--- src/sv/udpchk_pkg.sv ---
// Shared types and constants for the UDP over IPv6 receive checker.
// Used by the front, queue, back and checker modules and the top level.
// No dependencies.
package udpchk_pkg;

  localparam int MAX_PAYLOAD = 2048;
  localparam int COUNT_WIDTH = 16;
  localparam int LEN_W       = 16;
  localparam int CMP_W       = (COUNT_WIDTH > LEN_W) ? COUNT_WIDTH : LEN_W;

  // depth kept at a power of two so the pointers wrap on their own
  localparam int QUEUE_DEPTH = 2;
  localparam int QPTR_W      = $clog2(QUEUE_DEPTH);

  localparam logic [COUNT_WIDTH-1:0] COUNT_MAX = '1;

  // header byte offsets
  localparam logic [COUNT_WIDTH-1:0] OFF_SPORT_HI = COUNT_WIDTH'(0);
  localparam logic [COUNT_WIDTH-1:0] OFF_SPORT_LO = COUNT_WIDTH'(1);
  localparam logic [COUNT_WIDTH-1:0] OFF_DPORT_HI = COUNT_WIDTH'(2);
  localparam logic [COUNT_WIDTH-1:0] OFF_DPORT_LO = COUNT_WIDTH'(3);
  localparam logic [COUNT_WIDTH-1:0] OFF_LEN_HI   = COUNT_WIDTH'(4);
  localparam logic [COUNT_WIDTH-1:0] OFF_LEN_LO   = COUNT_WIDTH'(5);
  localparam logic [COUNT_WIDTH-1:0] OFF_CSUM_HI  = COUNT_WIDTH'(6);
  localparam logic [COUNT_WIDTH-1:0] OFF_CSUM_LO  = COUNT_WIDTH'(7);

  localparam logic [LEN_W-1:0] UDP_HDR_LEN    = LEN_W'(8);
  localparam logic [LEN_W-1:0] NEXT_HDR_UDP   = LEN_W'(17);

  localparam logic [2:0] VERDICT_ACCEPT    = 3'd0;
  localparam logic [2:0] VERDICT_SHORT     = 3'd1;
  localparam logic [2:0] VERDICT_LEN_SMALL = 3'd2;
  localparam logic [2:0] VERDICT_LEN_BIG   = 3'd3;
  localparam logic [2:0] VERDICT_TOO_BIG   = 3'd4;
  localparam logic [2:0] VERDICT_ZERO_CSUM = 3'd5;
  localparam logic [2:0] VERDICT_BAD_CSUM  = 3'd6;

  typedef struct packed {
    logic [63:0] src_addr_hi;
    logic [63:0] src_addr_lo;
    logic [63:0] dst_addr_hi;
    logic [63:0] dst_addr_lo;
    logic [7:0]  data_byte;
    logic        first_byte;
    logic        last_byte;
  } udpchk_in_t;

  typedef struct packed {
    logic [2:0]  verdict;
    logic [15:0] source_port;
    logic [15:0] destination_port;
    logic [11:0] payload_length;
    logic [15:0] residue;
  } udpchk_out_t;

  // summary of one finished segment, front to back
  typedef struct packed {
    logic [3:0][17:0]        addr_part;
    logic [15:0]             data_sum;
    logic [7:0]              pend;
    logic [LEN_W-1:0]        len;
    logic [15:0]             csum;
    logic [15:0]             sport;
    logic [15:0]             dport;
    logic [COUNT_WIDTH-1:0]  count;
  } udpchk_seg_t;

  typedef struct packed {
    logic full;
    logic nonempty;
  } udpchk_qstat_t;

endpackage

--- src/sv/udpchk_front.sv ---
// Front end: takes one segment byte per request, captures header fields
// and keeps the running data sum and address partial sums. Uses udpchk_pkg.
module udpchk_front import udpchk_pkg::*; (
  input  logic          clk,
  input  logic          rst_n,
  input  logic          in_valid,
  output logic          in_stall,
  input  udpchk_in_t    in_data,
  input  udpchk_qstat_t q_stat,
  output logic          push,
  output udpchk_seg_t   push_data
);

  function automatic logic [17:0] word_sum64(input logic [63:0] v);
    logic [17:0] s;
    s = 18'(v[15:0]) + 18'(v[31:16]) + 18'(v[47:32]) + 18'(v[63:48]);
    return s;
  endfunction

  logic [COUNT_WIDTH-1:0] byte_count_r, byte_count_nxt;
  logic [15:0]            acc_r, acc_nxt;
  logic [7:0]             pend_r, pend_nxt;
  logic [LEN_W-1:0]       len_r, len_nxt;
  logic [15:0]            csum_r, csum_nxt;
  logic [15:0]            sport_r, sport_nxt;
  logic [15:0]            dport_r, dport_nxt;
  logic [3:0][17:0]       addr_part_r, addr_part_nxt;

  logic                   accept;
  logic [COUNT_WIDTH-1:0] idx;
  logic [7:0]             b;
  logic                   sum_en;
  logic [16:0]            sum17;
  logic [15:0]            acc_base;
  logic [7:0]             pend_base;

  assign in_stall = q_stat.full;
  assign accept   = in_valid && !in_stall;
  assign b        = in_data.data_byte;
  assign idx      = in_data.first_byte ? '0 : byte_count_r;

  always_comb begin
    // a first byte restarts every field
    sport_nxt = in_data.first_byte ? 16'h0 : sport_r;
    dport_nxt = in_data.first_byte ? 16'h0 : dport_r;
    len_nxt   = in_data.first_byte ? '0 : len_r;
    csum_nxt  = in_data.first_byte ? 16'h0 : csum_r;
    acc_base  = in_data.first_byte ? 16'h0 : acc_r;
    pend_base = in_data.first_byte ? 8'h0 : pend_r;
    if (in_data.first_byte) begin
      addr_part_nxt[0] = word_sum64(in_data.src_addr_hi);
      addr_part_nxt[1] = word_sum64(in_data.src_addr_lo);
      addr_part_nxt[2] = word_sum64(in_data.dst_addr_hi);
      addr_part_nxt[3] = word_sum64(in_data.dst_addr_lo);
    end else begin
      addr_part_nxt = addr_part_r;
    end

    case (idx)
      OFF_SPORT_HI: sport_nxt[15:8] = b;
      OFF_SPORT_LO: sport_nxt[7:0]  = b;
      OFF_DPORT_HI: dport_nxt[15:8] = b;
      OFF_DPORT_LO: dport_nxt[7:0]  = b;
      OFF_LEN_HI:   len_nxt[15:8]   = b;
      OFF_LEN_LO:   len_nxt[7:0]    = b;
      OFF_CSUM_HI:  csum_nxt[15:8]  = b;
      OFF_CSUM_LO:  csum_nxt[7:0]   = b;
      default: ;
    endcase

    // ports and length always summed; checksum and rest only within length
    sum_en = (idx != COUNT_MAX) &&
             ((idx < OFF_CSUM_HI) || (CMP_W'(idx) < CMP_W'(len_nxt)));

    sum17    = {1'b0, acc_base} + {1'b0, pend_base, b};
    pend_nxt = pend_base;
    acc_nxt  = acc_base;
    if (sum_en) begin
      if (!idx[0]) begin
        pend_nxt = b;
      end else begin
        acc_nxt = sum17[15:0] + 16'(sum17[16]);
      end
    end

    byte_count_nxt = (idx != COUNT_MAX) ? idx + COUNT_WIDTH'(1) : idx;
  end

  always_ff @(posedge clk) begin
    if (!rst_n) begin
      byte_count_r <= '0;
      acc_r        <= '0;
      pend_r       <= '0;
      len_r        <= '0;
      csum_r       <= '0;
      sport_r      <= '0;
      dport_r      <= '0;
      addr_part_r  <= '0;
    end else if (accept) begin
      byte_count_r <= byte_count_nxt;
      acc_r        <= acc_nxt;
      pend_r       <= pend_nxt;
      len_r        <= len_nxt;
      csum_r       <= csum_nxt;
      sport_r      <= sport_nxt;
      dport_r      <= dport_nxt;
      addr_part_r  <= addr_part_nxt;
    end
  end

  assign push = accept && in_data.last_byte;

  always_comb begin
    push_data.addr_part = addr_part_nxt;
    push_data.data_sum  = acc_nxt;
    push_data.pend      = pend_nxt;
    push_data.len       = len_nxt;
    push_data.csum      = csum_nxt;
    push_data.sport     = sport_nxt;
    push_data.dport     = dport_nxt;
    push_data.count     = byte_count_nxt;
  end

endmodule

--- src/sv/udpchk_queue.sv ---
// Short queue of finished-segment summaries between front and back.
// Uses udpchk_pkg.
module udpchk_queue import udpchk_pkg::*; (
  input  logic          clk,
  input  logic          rst_n,
  input  logic          push,
  input  udpchk_seg_t   push_data,
  input  logic          pop,
  output udpchk_seg_t   pop_data,
  output udpchk_qstat_t q_stat
);

  udpchk_seg_t       entry_r [QUEUE_DEPTH];
  logic [QPTR_W-1:0] wr_ptr_r, rd_ptr_r;
  logic [QPTR_W:0]   count_r, count_nxt;

  always_comb begin
    count_nxt = count_r;
    if (push && !pop) count_nxt = count_r + (QPTR_W+1)'(1);
    if (pop && !push) count_nxt = count_r - (QPTR_W+1)'(1);
  end

  always_ff @(posedge clk) begin
    if (!rst_n) begin
      wr_ptr_r <= '0;
      rd_ptr_r <= '0;
      count_r  <= '0;
    end else begin
      if (push) wr_ptr_r <= wr_ptr_r + QPTR_W'(1);
      if (pop)  rd_ptr_r <= rd_ptr_r + QPTR_W'(1);
      count_r <= count_nxt;
    end
  end

  always_ff @(posedge clk) begin
    if (push) entry_r[wr_ptr_r] <= push_data;
  end

  assign pop_data        = entry_r[rd_ptr_r];
  assign q_stat.full     = (count_r == (QPTR_W+1)'(QUEUE_DEPTH));
  assign q_stat.nonempty = (count_r != '0);

endmodule

--- src/sv/udpchk_back.sv ---
// Back end: length checks and partial sums, then the final fold, residue
// check and the output register. Uses udpchk_pkg.
module udpchk_back import udpchk_pkg::*; (
  input  logic          clk,
  input  logic          rst_n,
  input  udpchk_qstat_t q_stat,
  input  udpchk_seg_t   seg,
  output logic          pop,
  output logic          out_valid,
  input  logic          out_stall,
  output udpchk_out_t   out_data
);

  logic        s1_valid_r;
  logic [19:0] addr_sum_r, addr_sum_nxt;
  logic [17:0] misc_sum_r, misc_sum_nxt;
  logic [2:0]  pre_r, pre_nxt;
  logic [15:0] sport_r, dport_r;
  logic [11:0] pl_r;

  logic        out_valid_r;
  udpchk_out_t out_data_r, out_data_nxt;

  logic        out_free, s1_adv;
  logic [LEN_W-1:0] len_less_hdr;
  logic [20:0] total;
  logic [16:0] fold1;
  logic [15:0] folded, residue;

  assign out_free = !out_valid_r || !out_stall;
  assign s1_adv   = !s1_valid_r || out_free;
  assign pop      = q_stat.nonempty && s1_adv;

  // stage 1: structural checks and two partial sums
  always_comb begin
    len_less_hdr = seg.len - UDP_HDR_LEN;
    addr_sum_nxt = 20'(seg.addr_part[0]) + 20'(seg.addr_part[1]) +
                   20'(seg.addr_part[2]) + 20'(seg.addr_part[3]);
    // odd length: the held byte is padded as a high byte
    misc_sum_nxt = 18'(seg.data_sum) + 18'(seg.len) + 18'(NEXT_HDR_UDP) +
                   (seg.len[0] ? 18'({seg.pend, 8'h00}) : 18'h0);
    if (seg.count < COUNT_WIDTH'(8)) begin
      pre_nxt = VERDICT_SHORT;
    end else if (seg.len < UDP_HDR_LEN) begin
      pre_nxt = VERDICT_LEN_SMALL;
    end else if (CMP_W'(seg.len) > CMP_W'(seg.count)) begin
      pre_nxt = VERDICT_LEN_BIG;
    end else if ({1'b0, len_less_hdr} > 17'(MAX_PAYLOAD)) begin
      pre_nxt = VERDICT_TOO_BIG;
    end else if (seg.csum == 16'h0) begin
      pre_nxt = VERDICT_ZERO_CSUM;
    end else begin
      pre_nxt = VERDICT_ACCEPT;
    end
  end

  always_ff @(posedge clk) begin
    if (!rst_n) begin
      s1_valid_r <= 1'b0;
    end else if (s1_adv) begin
      s1_valid_r <= pop;
    end
  end

  always_ff @(posedge clk) begin
    if (pop) begin
      addr_sum_r <= addr_sum_nxt;
      misc_sum_r <= misc_sum_nxt;
      pre_r      <= pre_nxt;
      sport_r    <= seg.sport;
      dport_r    <= seg.dport;
      pl_r       <= len_less_hdr[11:0];
    end
  end

  // stage 2: end-around fold; total is never zero so the fold lands in 1..ffff
  always_comb begin
    total   = 21'(addr_sum_r) + 21'(misc_sum_r);
    fold1   = {1'b0, total[15:0]} + 17'(total[20:16]);
    folded  = fold1[15:0] + 16'(fold1[16]);
    residue = ~folded;

    out_data_nxt.source_port      = sport_r;
    out_data_nxt.destination_port = dport_r;
    out_data_nxt.residue          = residue;
    out_data_nxt.payload_length   = 12'h0;
    if (pre_r != VERDICT_ACCEPT) begin
      out_data_nxt.verdict = pre_r;
    end else if (residue != 16'h0) begin
      out_data_nxt.verdict = VERDICT_BAD_CSUM;
    end else begin
      out_data_nxt.verdict        = VERDICT_ACCEPT;
      out_data_nxt.payload_length = pl_r;
    end
  end

  always_ff @(posedge clk) begin
    if (!rst_n) begin
      out_valid_r <= 1'b0;
    end else if (out_free) begin
      out_valid_r <= s1_valid_r;
    end
  end

  always_ff @(posedge clk) begin
    if (out_free && s1_valid_r) out_data_r <= out_data_nxt;
  end

  assign out_valid = out_valid_r;
  assign out_data  = out_data_r;

endmodule

--- src/sv/udp_ipv6_rx_checker_unit.sv ---
// Top level of the UDP over IPv6 receive checksum checker.
// Instantiates udpchk_front, udpchk_queue and udpchk_back; uses udpchk_pkg.
//
//   channel | direction | handshake            | payload
//   --------+-----------+----------------------+--------------
//   in_     | in        | in_valid / in_stall   | udpchk_in_t
//   out_    | out       | out_valid / out_stall | udpchk_out_t
//
// A segment byte is taken every cycle that in_stall is low; in_stall
// only rises while the two-entry summary queue is full behind a stalled
// output. The result of a segment passes through the queue slot, the check
// stage and the output register after its last byte is taken.
// Reset is synchronous and clears counters, valids and segment state.
// A stalled output holds; the front keeps taking bytes until the queue fills.
module udp_ipv6_rx_checker_unit import udpchk_pkg::*; (
  input  logic        clk,
  input  logic        rst_n,
  input  logic        in_valid,
  output logic        in_stall,
  input  udpchk_in_t  in_data,
  output logic        out_valid,
  input  logic        out_stall,
  output udpchk_out_t out_data
);

  udpchk_qstat_t q_stat;
  udpchk_seg_t   push_data, pop_data;
  logic          push, pop;

  udpchk_front u_front (
    .clk       (clk),
    .rst_n     (rst_n),
    .in_valid  (in_valid),
    .in_stall  (in_stall),
    .in_data   (in_data),
    .q_stat    (q_stat),
    .push      (push),
    .push_data (push_data)
  );

  udpchk_queue u_queue (
    .clk       (clk),
    .rst_n     (rst_n),
    .push      (push),
    .push_data (push_data),
    .pop       (pop),
    .pop_data  (pop_data),
    .q_stat    (q_stat)
  );

  udpchk_back u_back (
    .clk       (clk),
    .rst_n     (rst_n),
    .q_stat    (q_stat),
    .seg       (pop_data),
    .pop       (pop),
    .out_valid (out_valid),
    .out_stall (out_stall),
    .out_data  (out_data)
  );

endmodule

--- config.mk ---
export PLATFORM = sky130hd
export DESIGN_NAME = udp_ipv6_rx_checker_unit
export DESIGN_NICKNAME = d
export VERILOG_FILES = /design/src/sv/udpchk_pkg.sv /design/src/sv/udpchk_front.sv /design/src/sv/udpchk_queue.sv /design/src/sv/udpchk_back.sv /design/src/sv/udp_ipv6_rx_checker_unit.sv
export SDC_FILE = /design/constraint.sdc
export NUM_CORES = 2
export LEC_CHECK = 0
export BUFFER_PORTS_ARGS = -buffer_cell sky130_fd_sc_hd__clkbuf_2
export CORE_ASPECT_RATIO = 1.5
export CORE_UTILIZATION = 55
export CTS_BUF_LIST = sky130_fd_sc_hd__clkbuf_2
export DETAILED_ROUTE_END_ITERATION = 16
export GPL_TIMING_DRIVEN = 0
export PLACE_DENSITY = 0.84
export RECOVER_POWER = 25
export SLEW_MARGIN = 20
export SYNTH_ARGS = -nofsm -noshare
export SYNTH_HDL_FRONTEND = slang
export SYNTH_SLANG_ARGS = --single-unit
--- constraint.sdc ---
create_clock -name clk -period 11.1 [get_ports clk]
set_input_delay 2.22 -clock clk [delete_from_list [all_inputs] [get_ports clk]]
set_output_delay 2.22 -clock clk [all_outputs]
set_load 0.005 [all_outputs]
# ---- After elaboration in Yosys (flattened, before gate mapping)
# Memories as Yosys holds them, arrays and structs flattened. A register that Yosys moved wholly into a read port is not among the register bits.
# Cells that the tools add are included.
dict set report word_totals {
  register_bits 330
  latch_bits 0
  ramBits 352
  romBits 0
  inputBits 270
  out_inout_bits 65
  wordCells 132
  memories 1
}
# name words width read_ports rd_clocked_by_memory_dff write_ports line
set memory_table {}
lappend memory_table {u_queue.entry_r 2 176 1 1 1 udpchk_queue.sv:13} ;# udpchk_seg_t entry_r [QUEUE_DEPTH];
dict set report classes {
  addsub 29
  mul 0
  div 0
  magnitude_cmp 6
  n_eq_ne 9
  shift 0
  mux 34
  n_bitwise 1
  reduce_logical 24
}
# op n
set ops {}
lappend ops {{16-bit two-way mux} 10}
lappend ops {{18-bit by 16-bit adder with 18-bit output} 8}
lappend ops {{16-bit by 16-bit adder with 17-bit output} 6}
lappend ops {{8-bit two-way mux} 11}
lappend ops {{72-bit two-way mux} 1}
lappend ops {{16-bit by 3-bit equality test with 1-bit output, second input constant} 4}
lappend ops {{20-bit by 18-bit adder with 20-bit output} 2}
lappend ops {{16-bit by 1-bit adder with 16-bit output} 2}
lappend ops {{16-bit by 2-bit equality test with 1-bit output, second input constant} 2}
lappend ops {{16-bit logical NOT} 2}
lappend ops {{16-bit by 4-bit < comparator with 1-bit output, second input constant} 2}
lappend ops {{20-bit by 18-bit adder with 21-bit output} 1}
lappend ops {{18-bit by 18-bit adder with 19-bit output} 1}
lappend ops {{18-bit adder} 1}
lappend ops {{18-bit by 5-bit adder with 18-bit output, second input constant} 1}
lappend ops {{16-bit by 5-bit adder with 17-bit output} 1}
lappend ops {{16-bit by 1-bit adder with 16-bit output, second input constant} 1}
lappend ops {{16-bit by 1-bit equality test with 1-bit output, second input constant} 1}
lappend ops {{16-bit by 12-bit greater-than comparator with 1-bit output, second input constant} 1}
lappend ops {{16-bit greater-than comparator} 1}
lappend ops {{16-bit < comparator} 1}
lappend ops {{16-bit by 3-bit < comparator with 1-bit output, second input constant} 1}
lappend ops {{16-bit != test, second input constant} 1}
lappend ops {{16-bit NOT} 1}
lappend ops {{other kinds (16)} 40}

# ---- Logic depth before layout (Yosys ltp)
dict set report logic_depth {
  word_depth 8
  ltp_mapped 31
  ltp_nobuf 29
}

# ---- Cells and area by module
# From an unflattened synthesis, not the netlist that was laid out.
dict set report hier_totals {
  hier_cells 3505
  area_unflattened_um2 39919.5
}
# module n_inst cells_each area_each_um2 seq_area_each_um2
set modules_own_cells {}
lappend modules_own_cells {udpchk_front 1 2140 16763.6 3523.4}
lappend modules_own_cells {udpchk_queue 1 570 13352.8 10670.2}
lappend modules_own_cells {udpchk_back 1 795 9803.2 4484.3}

# ---- Worst setup path after synthesis
# Ideal clock, no wire load.
dict set report synth_timing {
  path_kind {input to register}
  start {input in_valid}
  end {memory u_queue.entry_r[0][0] (netlist name) (enable)}
  setup_ps 715
  arrival_ps 10279
  required_time_ps 10385
  slack_ps 106
  path_stages 5
  path_buffers 2
  path_cell_list {and2_1 clkbuf_1 clkbuf_1 nand2_1 nor2_1}
}
dict set report synth_via {
  elab_chain_len 4
}
# element line
set synth_lines {}
lappend synth_lines {{start, declared} udp_ipv6_rx_checker_unit.sv:18} ;# input logic in_valid,
lappend synth_lines {{1-bit logical AND} udpchk_front.sv:38} ;# assign accept = in_valid && !in_stall;
lappend synth_lines {{1-bit logical AND} udpchk_front.sv:111} ;# assign push = accept && in_data.last_byte;
lappend synth_lines {{1-bit two-way mux} udpchk_queue.sv:36} ;# if (push) entry_r[wr_ptr_r] <= push_data;
lappend synth_lines {{1-bit two-way mux (implied by the code)} udpchk_queue.sv:36}
lappend synth_lines {{end, declared} udpchk_queue.sv:13}
# Every way passes these cells.

==> PnR_summary.wiki <==
{| class="wikitable"
! Metric !! Value
|-
| Maximum clock frequency || 106 MHz
|-
| Via density per instance || 5.74
|-
| Die outline area || 74600 um2
|-
| Nets in the synthesized netlist || 4499
|-
| Worst setup path class || primary input to register
|-
| Wirelength per Cell || 19.1 um
|-
| Highest routed metal layer || met4
|-
| Tcrit/Tclk final || 0.850
|-
| Vias in the first global route || 31.3k
|-
| Synthesis-stage register bit count || 683
|-
| Syn Area/Cell || 10.5 um2
|-
| Max transition margin || -1.07
|-
| Net total in the final layout || 4999
|-
| Overall track demand over capacity in global routing || 0.275
|-
| Clock slew at the register clock pins of the worst setup and hold paths || 0.12 ns
|-
| Clock tree from TritonCTS || built
|-
| Leak Pwr || 18.9 nW
|-
| Antenna violations before repair || 2
|-
| Fin. Hold Viols || 0
|-
| Number of enable flip-flop cells after synthesis || 500
|-
| Routed length on met1 || 35300 um
|-
| Yosys cell types || 84
|-
| Sequential fraction of the synthesis area || 0.462
|-
| Final wirelength || 103000 um
|-
| DR WL met2 || 54000 um
|-
| Cts repair resizes || 0
|-
| Most frequent standard cell in the layout excluding fill and tap cells || clkbuf_2
|-
| Final Worst Setup Slack || 1.67 ns
|-
| Global route overflow || 0
|-
| Endpoint class of the critical path || register
|-
| Critical Path Slowest Stage Cell || clkbuf_1
|-
| Setup-failing EPs final || 0
|-
| CP max FO || 10
|-
| Max Buffers Root-to-Sink || 3
|-
| Detailed-route via count || 31.0k
|-
| Result of the run || complete, but fails checks
|-
| Most instantiated flip-flop cell in the synthesis netlist || edfxtp_1
|-
| Most repeated library cell on the critical path || clkbuf_1
|-
| Post-detailed-placement half-perimeter wirelength || 80600 um
|-
| DIE WIDTH || 223 um
|-
| Core box area || 72700 um2
|-
| Largest area contributor in the synthesized netlist || edfxtp_1
|-
| Placement-stage worst setup slack || 0.616 ns
|-
| Unrepaired setup endpoints after global routing || false
|-
| # port buffers || 333
|-
| TNS Setup || 0 ns
|-
| Number of synthesis warnings || 0
|-
| CP startpoint kind || primary input
|-
| Final min period || 9.43 ns
|-
| Crit path required time || 12.07 ns
|-
| Proportion of synthesized flip-flops having asynchronous set or reset || 0
|-
| Critical path's largest stage delay || 0.84 ns
|-
| Layout cells sized above 1 || 0.183
|-
| Sinks on Clock Net || 683
|-
| Max H-tree Level || 4
|-
| Root buffer cell || clkbuf_2
|-
| Final design utilization || 0.620
|-
| Area of the mapped netlist || 40400 um2
|-
| Number of buffers inserted by hold repair at cts || 0
|-
| Area share of the largest cell type after synthesis || 0.371
|-
| Top cells by area, synth || edfxtp_1, dfxtp_1, ha_1
|-
| Buffers inserted by post-CTS timing repair || 0
|-
| First-pass detailed-route iteration total || 6
|-
| Setup clock skew after layout || 0.131 ns
|-
| Pin count of the biggest net entering global routing || 55
|-
| Total power per unit cell area || 277 nW/um2
|-
| First-pass GRT wire length || 159000 um
|-
| Failing checks || max-capacitance violations, max-slew violations
|-
| Area grow syn2layout || 11.4%
|-
| Initial DRC Count || 2383
|-
| Leading cell types in the layout, fill and taps excluded || clkbuf_2, edfxtp_1, nand2_1
|-
| Count of maximum capacitance violations || 4
|-
| Ports || 335
|-
| Hold Crit Class || register to register
|-
| Arr. time, crit path || 10.41 ns
|-
| CTS Buf Count || 148
|-
| Maximum VDD drop || 0.223 mV
|-
| Clock latency of the later-clocked register in the worst-skew pair || 1.28 ns
|-
| Routability cong. || 0.943
|-
| Effective utilization at floorplan || 0.556
|-
| Detailed route wirelength on metal3 || 6370 um
|-
| Antenna-violating nets left || 0
|-
| Max-slew violation count || 145
|-
| Number of rows in the core area || 121
|-
| Synthesized netlist cell count || 3864
|-
| Vert. Die Dim || 334 um
|-
| Worst Tran Pin Value || 3.10 ns
|-
| DRC violation count after routing || 0
|}
[where the power goes]
part,switching (W),total [W],internal (W)
clock,0.00100,0.00170,0.000701
sequential,0.000179,0.00378,0.00360
combinational,0.00423,0.00698,0.00275
total,0.00541,0.0125,0.00706
[critical path: cells and delay by family]
kind	cells	cell delay [ns]
buffers and inverters	6	3.60
AO/OA/AOI/OAI	7	2.34
AND/OR/NAND/NOR	7	1.01
adder cells (fa/ha/maj)	3	0.94
XOR/XNOR	2	0.26
[metrics by stage]
| step | hold WS [ns] | cell area [um2] | instances | total power (W) |
|---|---|---|---|---|
| after global routing | 0.423 | 45000 | 5412 | 0.0133 |
| after CTS | 0.420 | 45200 | 5410 | 0.0125 |
| after floorplan | 0.400 | 40400 | 3864 | 0.00895 |
| final | 0.424 | 45000 | 5412 | 0.0125 |
| after detailed placement | 0.405 | 43700 | 5136 | 0.0107 |
| after global placement | 0.401 | 43200 | 5119 | 0.0105 |
[synthesized netlist by cell type, types with 85 or more instances]
master,instances
xnor2_1,163
a21oi_1,253
dfxtp_1,183
fa_1,96
edfxtp_1,500
o21ai_0,142
clkbuf_1,106
mux2_2,181
nor3_1,85
ha_1,269
nor2_1,236
nand2_1,428
inv_1,370
[logic make-up (layout without fill, tap and decap cells)]
logic type | Yosys count | count (layout) | share of synthesized area
compound gates | 764 | 764 | 0.122
mux | 223 | 223 | 0.0608
simple gates | 1083 | 1083 | 0.125
buf+inv | 506 | 1130 | 0.0474
fa+ha+maj | 365 | 365 | 0.131
flops | 683 | 683 | 0.462
other cells | 0 | 2 | 0
xor+xnor | 240 | 240 | 0.0520
[worst paths after layout]
path / start / slack [ns] / cells past startpoint / endpoint
worst min register to register: u_back.sport_r[3] / 0.42 / 0 / u_back.out_data[47]
worst max register to register: register / 1.68 / 21 / u_back.addr_sum_r[18]
worst min-delay path: u_back.sport_r[3] / 0.42 / 0 / u_back.out_data[47]
worst max-delay path: in_data[1] / 1.67 / 25 / u_queue.entry_r[0][103]
[state kept, by name, indices dropped and copies added, names as in the netlist, 16 cells and up, named ones only]
| register | cells |
|---|---|
| u_queue.entry_r | 352 |
| u_front.addr_part_r | 72 |
| u_back.out_data | 63 |
| u_back.addr_sum_r | 20 |
| u_back.misc_sum_r | 18 |
| u_back.dport_r | 16 |
| u_back.sport_r | 16 |
| u_front.acc_r | 16 |
| u_front.byte_count_r | 16 |
| u_front.csum_r | 16 |
| u_front.dport_r | 16 |
| u_front.len_r | 16 |
| u_front.sport_r | 16 |
[metal layers]
layer	global-route usage	vias to the layer above
met4	0.196	0
met5	0	-
met3	0.0477	355
li1	-	14800
met1	0.273	14700
met2	0.512	1243
[area by class of cell]
class	instances	area, um2
antenna	2	5.00
buffer	134	518
clock buffer	217	1090
clock inverter	57	453
fill	5795	27600
inverter	372	1400
multi-input combinational	2675	19900
sequential	683	18700
tap	922	1150
timing repair buffer	350	1890
(Power assumes the default switching activity.)
